===== src/sv/ptl_pkg.sv =====
// Shared constants, types and helpers for the pedestrian traffic light.
`timescale 1ns / 1ps
package ptl_pkg;

	localparam int TIMER_BITS = 16;
	// Width wide enough for both the 16-bit length registers and the phase timer
	localparam int CMP_BITS = (TIMER_BITS > 16) ? TIMER_BITS : 16;
	localparam logic [CMP_BITS-1:0] TIMER_MAX = CMP_BITS'((64'd1 << TIMER_BITS) - 64'd1);

	localparam logic [1:0] PH_RED    = 2'd0;
	localparam logic [1:0] PH_GREEN  = 2'd1;
	localparam logic [1:0] PH_YELLOW = 2'd2;

	localparam logic [1:0] REG_MAIN_PHASE   = 2'd0;
	localparam logic [1:0] REG_YELLOW_PHASE = 2'd1;
	localparam logic [1:0] REG_BEEP_ON      = 2'd2;
	localparam logic [1:0] REG_BEEP_GAP     = 2'd3;

	localparam logic [15:0] MAIN_PHASE_RST   = 16'd10000;
	localparam logic [15:0] YELLOW_PHASE_RST = 16'd3000;
	localparam logic [7:0]  BEEP_ON_RST      = 8'd100;
	localparam logic [7:0]  BEEP_GAP_RST     = 8'd20;

	localparam logic [1:0] BEEPS_RED    = 2'd3;
	localparam logic [1:0] BEEPS_YELLOW = 2'd2;
	localparam logic [1:0] BEEPS_GREEN  = 2'd1;

	localparam int CD_START = 5000;
	localparam int CD_STEP  = 1000;
	localparam int CD_END   = 9000;
	localparam int CD_FIRST = 5;

	typedef struct packed {
		logic [15:0] main_phase_ms;
		logic [15:0] yellow_phase_ms;
		logic [7:0]  beep_on_ms;
		logic [7:0]  beep_gap_ms;
	} cfg_t;

	typedef struct packed {
		logic [1:0] phase_code;
		logic [2:0] countdown_shown;
		logic       buzzer_on;
		logic       green_lamp;
		logic       red_lamp;
	} result_t;

	// Force a phase length into 1 .. TIMER_MAX
	function automatic logic [CMP_BITS-1:0] clip_len(input logic [CMP_BITS-1:0] v);
		logic [CMP_BITS-1:0] r;
		r = v;
		if (r == '0) begin
			r = CMP_BITS'(1);
		end
		if (r > TIMER_MAX) begin
			r = TIMER_MAX;
		end
		return r;
	endfunction

endpackage


===== src/sv/ptl_cfg.sv =====
// Configuration register file of the pedestrian traffic light.
`timescale 1ns / 1ps
module ptl_cfg (
	input  logic           clk,
	input  logic           arst_n,
	input  logic           cfg_we,
	input  logic [1:0]     cfg_index,
	input  logic [15:0]    cfg_data,
	output ptl_pkg::cfg_t  cfg
);

	ptl_pkg::cfg_t cfg_q;

	always_ff @(posedge clk or negedge arst_n) begin
		if (!arst_n) begin
			cfg_q.main_phase_ms   <= ptl_pkg::MAIN_PHASE_RST;
			cfg_q.yellow_phase_ms <= ptl_pkg::YELLOW_PHASE_RST;
			cfg_q.beep_on_ms      <= ptl_pkg::BEEP_ON_RST;
			cfg_q.beep_gap_ms     <= ptl_pkg::BEEP_GAP_RST;
		end else if (cfg_we) begin
			case (cfg_index)
				ptl_pkg::REG_MAIN_PHASE:   cfg_q.main_phase_ms   <= cfg_data;
				ptl_pkg::REG_YELLOW_PHASE: cfg_q.yellow_phase_ms <= cfg_data;
				ptl_pkg::REG_BEEP_ON:      cfg_q.beep_on_ms      <= cfg_data[7:0];
				ptl_pkg::REG_BEEP_GAP:     cfg_q.beep_gap_ms     <= cfg_data[7:0];
				default: cfg_q <= cfg_q;
			endcase
		end
	end

	assign cfg = cfg_q;

endmodule


===== src/sv/ptl_core.sv =====
// Phase, buzzer and countdown state with its one-step update.
`timescale 1ns / 1ps
module ptl_core (
	input  logic              clk,
	input  logic              arst_n,
	input  ptl_pkg::cfg_t     cfg,
	input  logic              step,
	input  logic              tick,
	input  logic              press,
	output ptl_pkg::result_t  result
);

	logic [1:0]                     phase_q, phase_n, phase_c;
	logic                           lock_q, lock_n;
	logic [ptl_pkg::TIMER_BITS-1:0] timer_q, timer_n, timer_inc;
	logic [1:0]                     beeps_q, beeps_n;
	logic [7:0]                     bt_q, bt_n, bt_inc;
	logic                           buzz_q, buzz_n;
	logic [2:0]                     cd_q, cd_n;
	logic [ptl_pkg::CMP_BITS-1:0]   t_ext, red_len;
	logic [7:0]                     on_eff, gap_eff;
	logic                           enter;
	logic [1:0]                     enter_ph, enter_beeps;

	assign phase_c = (phase_q == ptl_pkg::PH_GREEN || phase_q == ptl_pkg::PH_YELLOW)
		? phase_q : ptl_pkg::PH_RED;
	assign timer_inc = (ptl_pkg::CMP_BITS'(timer_q) < ptl_pkg::TIMER_MAX)
		? timer_q + 1'b1 : timer_q;
	assign t_ext   = ptl_pkg::CMP_BITS'(timer_inc);
	assign bt_inc  = bt_q + 8'd1;
	assign on_eff  = (cfg.beep_on_ms == '0) ? 8'd1 : cfg.beep_on_ms;
	assign gap_eff = (cfg.beep_gap_ms == '0) ? 8'd1 : cfg.beep_gap_ms;
	// Red after a request lasts at least until the last countdown step
	assign red_len = (lock_q && cfg.main_phase_ms < 16'(ptl_pkg::CD_END))
		? ptl_pkg::CMP_BITS'(ptl_pkg::CD_END) : ptl_pkg::CMP_BITS'(cfg.main_phase_ms);

	always_comb begin
		phase_n     = phase_c;
		lock_n      = lock_q;
		timer_n     = timer_q;
		beeps_n     = beeps_q;
		bt_n        = bt_q;
		buzz_n      = buzz_q;
		cd_n        = cd_q;
		enter       = 1'b0;
		enter_ph    = ptl_pkg::PH_YELLOW;
		enter_beeps = ptl_pkg::BEEPS_YELLOW;
		if (press && !lock_q) begin
			lock_n = 1'b1;
			enter  = 1'b1;
		end else if (tick) begin
			if (beeps_q != 2'd0) begin
				bt_n = bt_inc;
				if (buzz_q) begin
					if (bt_inc >= on_eff) begin
						buzz_n  = 1'b0;
						bt_n    = 8'd0;
						beeps_n = beeps_q - 2'd1;
					end
				end else if (bt_inc >= gap_eff) begin
					buzz_n = 1'b1;
					bt_n   = 8'd0;
				end
			end
			timer_n = timer_inc;
			case (phase_c)
				ptl_pkg::PH_GREEN: begin
					if (t_ext >= ptl_pkg::clip_len(ptl_pkg::CMP_BITS'(cfg.main_phase_ms))) begin
						enter = 1'b1;
					end
				end
				ptl_pkg::PH_YELLOW: begin
					if (t_ext >= ptl_pkg::clip_len(ptl_pkg::CMP_BITS'(cfg.yellow_phase_ms))) begin
						enter       = 1'b1;
						enter_ph    = ptl_pkg::PH_RED;
						enter_beeps = ptl_pkg::BEEPS_RED;
					end
				end
				default: begin
					// Countdown shows 5..1 on whole seconds from 5 s into red
					for (int k = 0; k < ptl_pkg::CD_FIRST; k++) begin
						if (lock_q && t_ext == ptl_pkg::CMP_BITS'(ptl_pkg::CD_START
							+ k * ptl_pkg::CD_STEP)) begin
							cd_n = 3'(ptl_pkg::CD_FIRST - k);
						end
					end
					if (t_ext >= ptl_pkg::clip_len(red_len)) begin
						lock_n      = 1'b0;
						enter       = 1'b1;
						enter_ph    = ptl_pkg::PH_GREEN;
						enter_beeps = ptl_pkg::BEEPS_GREEN;
					end
				end
			endcase
		end
		if (enter) begin
			phase_n = enter_ph;
			timer_n = '0;
			beeps_n = enter_beeps;
			bt_n    = 8'd0;
			buzz_n  = 1'b1;
			cd_n    = 3'd0;
		end
	end

	always_ff @(posedge clk or negedge arst_n) begin
		if (!arst_n) begin
			phase_q <= ptl_pkg::PH_RED;
			lock_q  <= 1'b0;
			timer_q <= '0;
			beeps_q <= ptl_pkg::BEEPS_RED;
			bt_q    <= 8'd0;
			buzz_q  <= 1'b1;
			cd_q    <= 3'd0;
		end else if (step) begin
			phase_q <= phase_n;
			lock_q  <= lock_n;
			timer_q <= timer_n;
			beeps_q <= beeps_n;
			bt_q    <= bt_n;
			buzz_q  <= buzz_n;
			cd_q    <= cd_n;
		end
	end

	assign result.red_lamp        = (phase_n == ptl_pkg::PH_RED || phase_n == ptl_pkg::PH_YELLOW);
	assign result.green_lamp      = (phase_n == ptl_pkg::PH_GREEN
		|| phase_n == ptl_pkg::PH_YELLOW);
	assign result.buzzer_on       = (beeps_n != 2'd0) && buzz_n;
	assign result.countdown_shown = (phase_n == ptl_pkg::PH_RED) ? cd_n : 3'd0;
	assign result.phase_code      = phase_n;

	a_green_unlocked: assert property (@(posedge clk) disable iff (!arst_n)
		phase_q == ptl_pkg::PH_GREEN |-> !lock_q)
		else $error("request lock set during green");

	a_cd_needs_lock: assert property (@(posedge clk) disable iff (!arst_n)
		cd_q != 3'd0 |-> lock_q && phase_q == ptl_pkg::PH_RED)
		else $error("countdown outside a requested red");

	a_cd_range: assert property (@(posedge clk) disable iff (!arst_n)
		cd_q <= 3'(ptl_pkg::CD_FIRST))
		else $error("countdown out of range");

	a_buzz_done: assert property (@(posedge clk) disable iff (!arst_n)
		beeps_q == 2'd0 |-> !buzz_q)
		else $error("buzzer sounding with no beeps left");

endmodule


===== src/sv/pedestrian_traffic_light.sv =====
// Top level of the pedestrian traffic light: input stage, state update, result stage.
//
//  channel   dir  payload                                             handshake
//  s_axis    in   tdata[0] tick, [1] pedestrian_press, [7:2] zero     s_tvalid/s_tready
//  m_axis    out  tdata[0] red, [1] green, [2] buzzer, [5:3] cd, [7:6] phase
//                                                                     m_tvalid/m_tready
//  cfg       in   cfg_index selects register, cfg_data value          cfg_we
//
// One request per cycle sustained while m_tready is high; a request's result passes through s1 and s2 to m_tdata.
// The state update is a single pass of counters and compares between the s1 and s2 registers.
// Reset clears the core state to red with the three-beep pattern and loads default register values.
// A stalled output holds s2; s1 then holds too and s_tready drops only when both are full.
`timescale 1ns / 1ps
module pedestrian_traffic_light (
	input  logic        clk,
	input  logic        arst_n,
	input  logic        s_tvalid,
	output logic        s_tready,
	input  logic [7:0]  s_tdata,   // [0] tick, [1] pedestrian_press, [7:2] zero
	output logic        m_tvalid,
	input  logic        m_tready,
	output logic [7:0]  m_tdata,   // [0] red_lamp, [1] green_lamp, [2] buzzer_on,
	                               // [5:3] countdown_shown, [7:6] phase_code
	input  logic        cfg_we,
	input  logic [1:0]  cfg_index,
	input  logic [15:0] cfg_data
);

	ptl_pkg::cfg_t    cfg;
	ptl_pkg::result_t result;
	logic             valid_s1, tick_s1, press_s1;
	logic             valid_s2;
	ptl_pkg::result_t res_s2;
	logic             adv_s2, step;

	assign adv_s2   = !valid_s2 || m_tready;
	assign step     = valid_s1 && adv_s2;
	assign s_tready = !valid_s1 || adv_s2;

	ptl_cfg u_cfg (
		.clk       (clk),
		.arst_n    (arst_n),
		.cfg_we    (cfg_we),
		.cfg_index (cfg_index),
		.cfg_data  (cfg_data),
		.cfg       (cfg)
	);

	ptl_core u_core (
		.clk    (clk),
		.arst_n (arst_n),
		.cfg    (cfg),
		.step   (step),
		.tick   (tick_s1),
		.press  (press_s1),
		.result (result)
	);

	always_ff @(posedge clk or negedge arst_n) begin
		if (!arst_n) begin
			valid_s1 <= 1'b0;
		end else if (s_tready) begin
			valid_s1 <= s_tvalid;
		end
	end

	always_ff @(posedge clk) begin
		if (s_tvalid && s_tready) begin
			tick_s1  <= s_tdata[0];
			press_s1 <= s_tdata[1];
		end
	end

	always_ff @(posedge clk or negedge arst_n) begin
		if (!arst_n) begin
			valid_s2 <= 1'b0;
		end else if (adv_s2) begin
			valid_s2 <= valid_s1;
		end
	end

	always_ff @(posedge clk) begin
		if (step) begin
			res_s2 <= result;
		end
	end

	assign m_tvalid = valid_s2;
	assign m_tdata  = res_s2;

endmodule


===== config.mk =====
export PLATFORM = sky130hd
export DESIGN_NAME = pedestrian_traffic_light
export DESIGN_NICKNAME = d
export VERILOG_FILES = /design/src/sv/ptl_pkg.sv /design/src/sv/ptl_cfg.sv /design/src/sv/ptl_core.sv /design/src/sv/pedestrian_traffic_light.sv
export SDC_FILE = /design/constraint.sdc
export NUM_CORES = 1
export LEC_CHECK = 0
export ABC_CLOCK_PERIOD_IN_PS = 7300
export BUFFER_PORTS_ARGS = -buffer_cell sky130_fd_sc_hd__buf_2
export CAP_MARGIN = 20
export CORE_MARGIN = 2
export CORE_UTILIZATION = 30
export CTS_CLUSTER_SIZE = 30
export DETAILED_ROUTE_END_ITERATION = 6
export PLACE_DENSITY = 0.49
export SYNTH_ARGS = -nofsm -noshare
export SYNTH_HDL_FRONTEND = slang
export SYNTH_SLANG_ARGS = --single-unit

===== constraint.sdc =====
create_clock -name clk -period 7.3 [get_ports clk]
set_input_delay 0.365 -clock clk [delete_from_list [all_inputs] [get_ports clk]]
set_output_delay 0.365 -clock clk [all_outputs]
set_load 0.01 [all_outputs]

==> flow_summary.toml, run 1 <==
[run_status]
status = "completed"

[timing]
rsz0062_at_grt = "false"
slew_headroom = 0.4256
min_period_ns = 5.608
finalClockSkew_ns = 0.01010
timing.final.hold_violations = 0
fmax_ghz = 0.1783
setup_tns_ns = 0
worst_pin_slew_ns = 0.8504
period_share = 0.7682
slew_viol_final = 0
setup_viol = 0

[cells_and_area]
final_layout_size_suffix_gt1_frac = 0.1884
finalInstanceArea_um2 = 7261
area_delta_synth_final_pct = 11.73
fin_nets = 823
antenna_cells = 0

[yosys]
seq_area_frac_synth = 0.3697
syn_inst = 688
syn_area_um2 = 6499
synth_edf_count = 10
ys_ff_latch = 93
syn_nets = 789
synthFlopType = "dfrtp_1"
ys_types = 78
synthArstFlopShare = 0.8925
yosys_warnings = 0
syn_avg_cell_area_um2 = 9.446

[worst_setup_path]
worstSetupPathType = "reg -> reg"
end_kind = "flop"
critical_path.slowest_cell = "o41ai_1"
worstPathArrival_ns = 5.69
path_cells = "ha_1 > nand4_4 > nor4_4 > o41ai_1 > inv_1 > ha_1 > a211o_1 > a21oi_1 > o21ai_0 > a2111oi_0 > buf_4 > o31ai_1 > o21ai_1 > nand2_1 > buf_4 > o22ai_1 > inv_1 > ha_1 > nand2_1 > a211oi_2"
worstPathMaxFanout = 16
worstPathRequired_ns = 7.38
crit_buf_inv = 4
path_delay_family = "compound AO/OA/AOI/OAI gates"
cp-start-kind = "flop"
reg2reg_slack_ns = 1.69
path_common_cell = "ha_1"
cpPeakStageDelay_ns = 0.77

[pwr]
peakVddDrop_mv = 0.1579
leakagePower_nw = 3.347
power_density_nw_per_um2 = 239.2

[placed_design]
gp_congestion = 0.8268
port_buffers = 34
hpwl_um = 12470
dpl_cell_area_um2 = 6959

[global_routing]
grt_usage = 0.1530
grt_overflow_total = 0
grt_pass1_wl_um = 26960
first_global_vias = 4991
grt_max_degree = 56
antenna_found_initial = 0

[clock_network]
post_cts_buffers = 0
cts_max_level = 3
cts_tree = "yes"
clkLatencyLatePin_ns = 0.36
clk_pin_slew_worst_paths_ns = 0.06
cts.sinks = 93
clockBufferDepth = 2
cts_made_buffers = 9
root_buffer = "clkbuf_16"

[floorplan]
initial_core_util = 0.3072
die_area_um2 = 22860
core_area_um2 = 21150
rows = 53
die_w_um = 151.2
die_height_um = 151.2
num_io_pins = 41

[detailed_routing]
via_count = 5094
routedWlPerCell_um = 16.21
drt-total-wl_um = 16250
drc = 0
drtAntennaViolNets = 0
via_per_inst = 5.084
drt-pass1-iter-count = 5
drt_iter0_drc = 283

[min_path]
hp-class = "in -> reg"

[run]
cap_violations = 0
==> per-stage QoR <==
step / hold WS (ns) / power [mW] / instances / setup slack (ns) / utilization
floorplan: 0.06941 / 1.113 / 688 / 2.978 / -
global placement: 0.3245 / 1.270 / 985 / 1.795 / 0.3290
detailed placement: 0.3204 / 1.275 / 985 / 1.661 / 0.3290
CTS: 0.1653 / 1.764 / 1002 / 1.645 / 0.3432
global route: 0.1708 / 1.887 / 1002 / 1.113 / 0.3432
finish: 0.1833 / 1.737 / 1002 / 1.692 / 0.3432
==> flip-flops by register name, indices dropped and copies added, names as in the netlist, 2 cells and up <==
name / flops
u_core.beeps_q: 2
u_core.phase_q: 2
u_core.cd_q: 3
m_tdata: 8
u_core.bt_q: 8
u_core.timer_q: 16
u_cfg.cfg: 48
==> repair_timing <==
item                      in CTS  in global routing
hold buffers                   1                  0
resized for setup              0                  0
hold endpoints to repair      25                  0
==> routing by layer <==
layer  GRT usage  share of wire
met1      0.2254           0.52
met2      0.2294           0.43
met3     0.02771          0.034
met4     0.04112          0.015
met5           0              0
==> path summary, 6_finish.rpt <==
path / from / depth (start not counted) / endpoint
hold reg to reg: valid_s1$_DFFE_PN0N_ / 1 / m_tvalid$_DFFE_PN0P_
setup reg to reg: u_core.timer_q[0]$_DFFE_PN0P_ / 20 / m_tdata[3]$_SDFFCE_PP0P_
setup / recovery: u_core.timer_q[0]$_DFFE_PN0P_ / 20 / m_tdata[3]$_SDFFCE_PP0P_
max in group asynchronous: arst_n / 3 / u_cfg.cfg[17]$_DFFE_PN0P_
min in group asynchronous: arst_n / 2 / u_core.timer_q[8]$_DFFE_PN0P_
hold / removal: s_tdata[1] / 1 / press_s1$_DFFE_PP_
==> layout make-up <==
cell class,count,area (um2)
timing repair buffer,41,227.7
sequential,93,2402
inverter,70,262.8
tap,275,344.1
clock buffer,14,275.3
multi-input combinational,507,3732
clock inverter,2,16.27
fill,2180,13890
==> cell usage after synthesis, types with 4 or more instances <==
master,n,area share
a21o_1,16,0.018
a21oi_1,34,0.026
a22o_1,5,0.0067
a41o_1,4,0.0062
and2_1,7,0.0067
and3_1,4,0.0038
buf_6,4,0.0069
clkbuf_1,8,0.0046
dfrtp_1,63,0.24
dfstp_2,20,0.081
edfxtp_1,10,0.046
ha_1,70,0.13
inv_1,69,0.040
mux2_2,39,0.068
mux2i_1,4,0.0062
nand2_1,79,0.046
nand2b_1,14,0.013
nand3_1,17,0.013
nand3b_1,5,0.0058
nand4_1,11,0.011
nor2_1,32,0.018
nor3_1,8,0.0062
nor3b_1,4,0.0046
nor4_1,14,0.013
o21ai_0,49,0.038
o22ai_1,4,0.0038
o31ai_1,8,0.0092
o41ai_1,4,0.0054
or3_1,4,0.0038
or4_1,5,0.0058
xnor2_1,4,0.0054
xor2_1,4,0.0054
==> kinds of logic after synthesis <==
kind of cell / Yosys count / share of synthesized area
XOR/XNOR: 8 / 0.01078
AO/OA/AOI/OAI: 161 / 0.1687
flip-flops: 93 / 0.3697
buffers and inverters: 88 / 0.05737
multiplexers: 43 / 0.07374
adder cells (fa/ha/maj): 70 / 0.1348
AND/OR/NAND/NOR: 225 / 0.1850
==> power by group <==
group	internal, mW	switching [mW]	leakage (nW)	total (mW)
logic	0.239	0.305	2.12	0.544
registers	0.626	0.0919	1.09	0.718
clock network	0.263	0.212	0.139	0.475
total	1.13	0.608	3.35	1.74
==> placed cells by master, fill, tap and decap left out, types with 20 or more instances in the layout <==
master and instances:
inv_1 69, ha_1 70, nor2_1 32, dfrtp_1 63, mux2_2 39, nand2_1 79
a21oi_1 34, dfstp_2 20, buf_2 33, o21ai_0 48
Power figures use the tool's default switching activity.
==> inputs of run 2 (changes only) <==
ABC_CLOCK_PERIOD_IN_PS = 5370   (was 7300)
clock period = 5.37 ns   (was 7.3 ns; I/O delays follow)
==> run 2 against run 1 <==
Via count increased by 1.9%. Critical path depth shrank 2. Cell count increased by 0.90%. Total power up 40%. Largest cell class unchanged. Largest power group unchanged. Highest routed layer unchanged.
==> flow_summary.toml, run 2 (synthesis results as in run 1) <==
[cells_and_area]
final_layout_size_suffix_gt1_frac = 0.2065
antenna_cells = 0
layout_common_cells = "78 x nand2_1, 70 x ha_1, 69 x inv_1"
fillers = 2175
fin_nets = 832
area_delta_synth_final_pct = 13.53
layout_commonest_cell = "nand2_1"
fin_util = 0.3488
largest_reg_flops = 48
finalInstanceArea_um2 = 7378

[timing]
min_period_ns = 4.967
slew_viol_final = 0
timing.final.hold_violations = 0
finalClockSkew_ns = 0.008090
fmax_ghz = 0.2013
period_share = 0.9250
rsz0062_at_grt = "false"
setup_viol = 0
slew_headroom = 0.4546
setup_tns_ns = 0
worst_pin_slew_ns = 0.8156

[floorplan]
die_w_um = 151.2
initial_core_util = 0.3072
rows = 53
die_height_um = 151.2
die_area_um2 = 22860
num_io_pins = 41
core_area_um2 = 21150

[clock_network]
clkLatencyLatePin_ns = 0.36
cts_made_buffers = 9
clk_pin_slew_worst_paths_ns = 0.07
cts_tree = "yes"
cts.sinks = 93
root_buffer = "clkbuf_16"
clockBufferDepth = 2
cts_max_level = 3

[worst_setup_path]
end_kind = "flop"
worstPathRequired_ns = 5.54
worstPathMaxFanout = 10
cp-start-kind = "flop"
worstSetupPathType = "reg -> reg"
worstPathArrival_ns = 5.14

[global_routing]
grt_usage = 0.1502
grt_overflow_total = 0
grt_pass1_wl_um = 26700
antenna_found_initial = 0
grt_max_degree = 58
first_global_vias = 4965

[placed_design]
port_buffers = 34
gp_congestion = 0.8195
hpwl_um = 12720
dpl_cell_area_um2 = 7027

[detailed_routing]
drt_iter0_drc = 273
via_count = 5191
drt-total-wl_um = 16650
drtAntennaViolNets = 0
via_per_inst = 5.135
routedWlPerCell_um = 16.47
drt-pass1-iter-count = 5
drc = 0

[pwr]
peakVddDrop_mv = 0.1663
leakagePower_nw = 3.410
power_density_nw_per_um2 = 328.5

[min_path]
hp-class = "in -> reg"

[run]
cap_violations = 0

[run_status]
status = "completed"
[run 2: final timing paths]
path | start | to | slack, ns | cells past startpoint
min in group asynchronous | arst_n | u_core.timer_q[10]$_DFFE_PN0P_ | 0.37 | 2
worst min-delay path | s_tdata[0] | tick_s1$_DFFE_PP_ | 0.09 | 1
worst max register to register | u_core.timer_q[0]$_DFFE_PN0P_ | m_tdata[5]$_SDFFCE_PP0P_ | 0.40 | 18
max in group asynchronous | arst_n | u_cfg.cfg[38]$_DFFE_PN0P_ | 3.92 | 3
worst min register to register | valid_s1$_DFFE_PN0N_ | m_tvalid$_DFFE_PN0P_ | 0.49 | 1
worst max-delay path | u_core.timer_q[0]$_DFFE_PN0P_ | m_tdata[5]$_SDFFCE_PP0P_ | 0.40 | 18
[run 2: through the flow]
stage / power [mW] / instances / hold slack [ns] / setup slack [ns]
detailed placement: 1.734 / 994 / 0.2177 / 0.2653
finish: 2.424 / 1011 / 0.08932 / 0.4028
CTS: 2.460 / 1011 / 0.07685 / 0.2082
global route: 2.600 / 1011 / 0.07929 / 0.003920
global placement: 1.728 / 994 / 0.2186 / 0.4444
floorplan: 1.512 / 688 / -0.02709 / 1.048
[run 2: final cells by class]
cell class | count | area [um2] | share of cell area
tap | 275 | 344.1 | 0.04663
sequential | 93 | 2402 | 0.3256
clock buffer | 10 | 250.2 | 0.03392
inverter | 70 | 262.8 | 0.03561
clock inverter | 6 | 72.57 | 0.009836
timing repair buffer | 50 | 295.3 | 0.04002
multi-input combinational | 507 | 3751 | 0.5084
[run 2: what timing repair did]
action	4_1_cts	5_1_grt
hold buffers	1	0
endpoints found under the setup margin	0	4
buffers inserted	0	0
hold endpoints to repair	23	0
gates resized for setup	0	4
[run 2: worst max-delay path, stage by stage (launching register included)]
cell and delay (ns):
dfrtp_1 0.50, ha_1 0.32, nand4_4 0.23, or4_4 0.62
xnor2_1 0.36, ha_1 0.29, nand2b_1 0.13, a21oi_1 0.13
o21ai_0 0.10, a2111oi_1 0.51, buf_4 0.22, o31ai_1 0.10
o21ai_0 0.25, nor2_1 0.06, a221oi_1 0.28, buf_4 0.19
ha_1 0.14, nand2_1 0.09, nor3b_1 0.26
[run 2: layer usage]
layer / share of wire / track usage / up-vias
met4: 0.016 / 0.03785 / 0
met5: 0 / 0 / -
met2: 0.43 / 0.2312 / 106
li1: - / - / 2579
met1: 0.52 / 0.2182 / 2485
met3: 0.036 / 0.02560 / 21
[run 2: report_power, final]
| group | internal, mW | switching (mW) |
|---|---|---|
| clock | 0.397 | 0.309 |
| sequential | 0.850 | 0.127 |
| combinational | 0.327 | 0.412 |
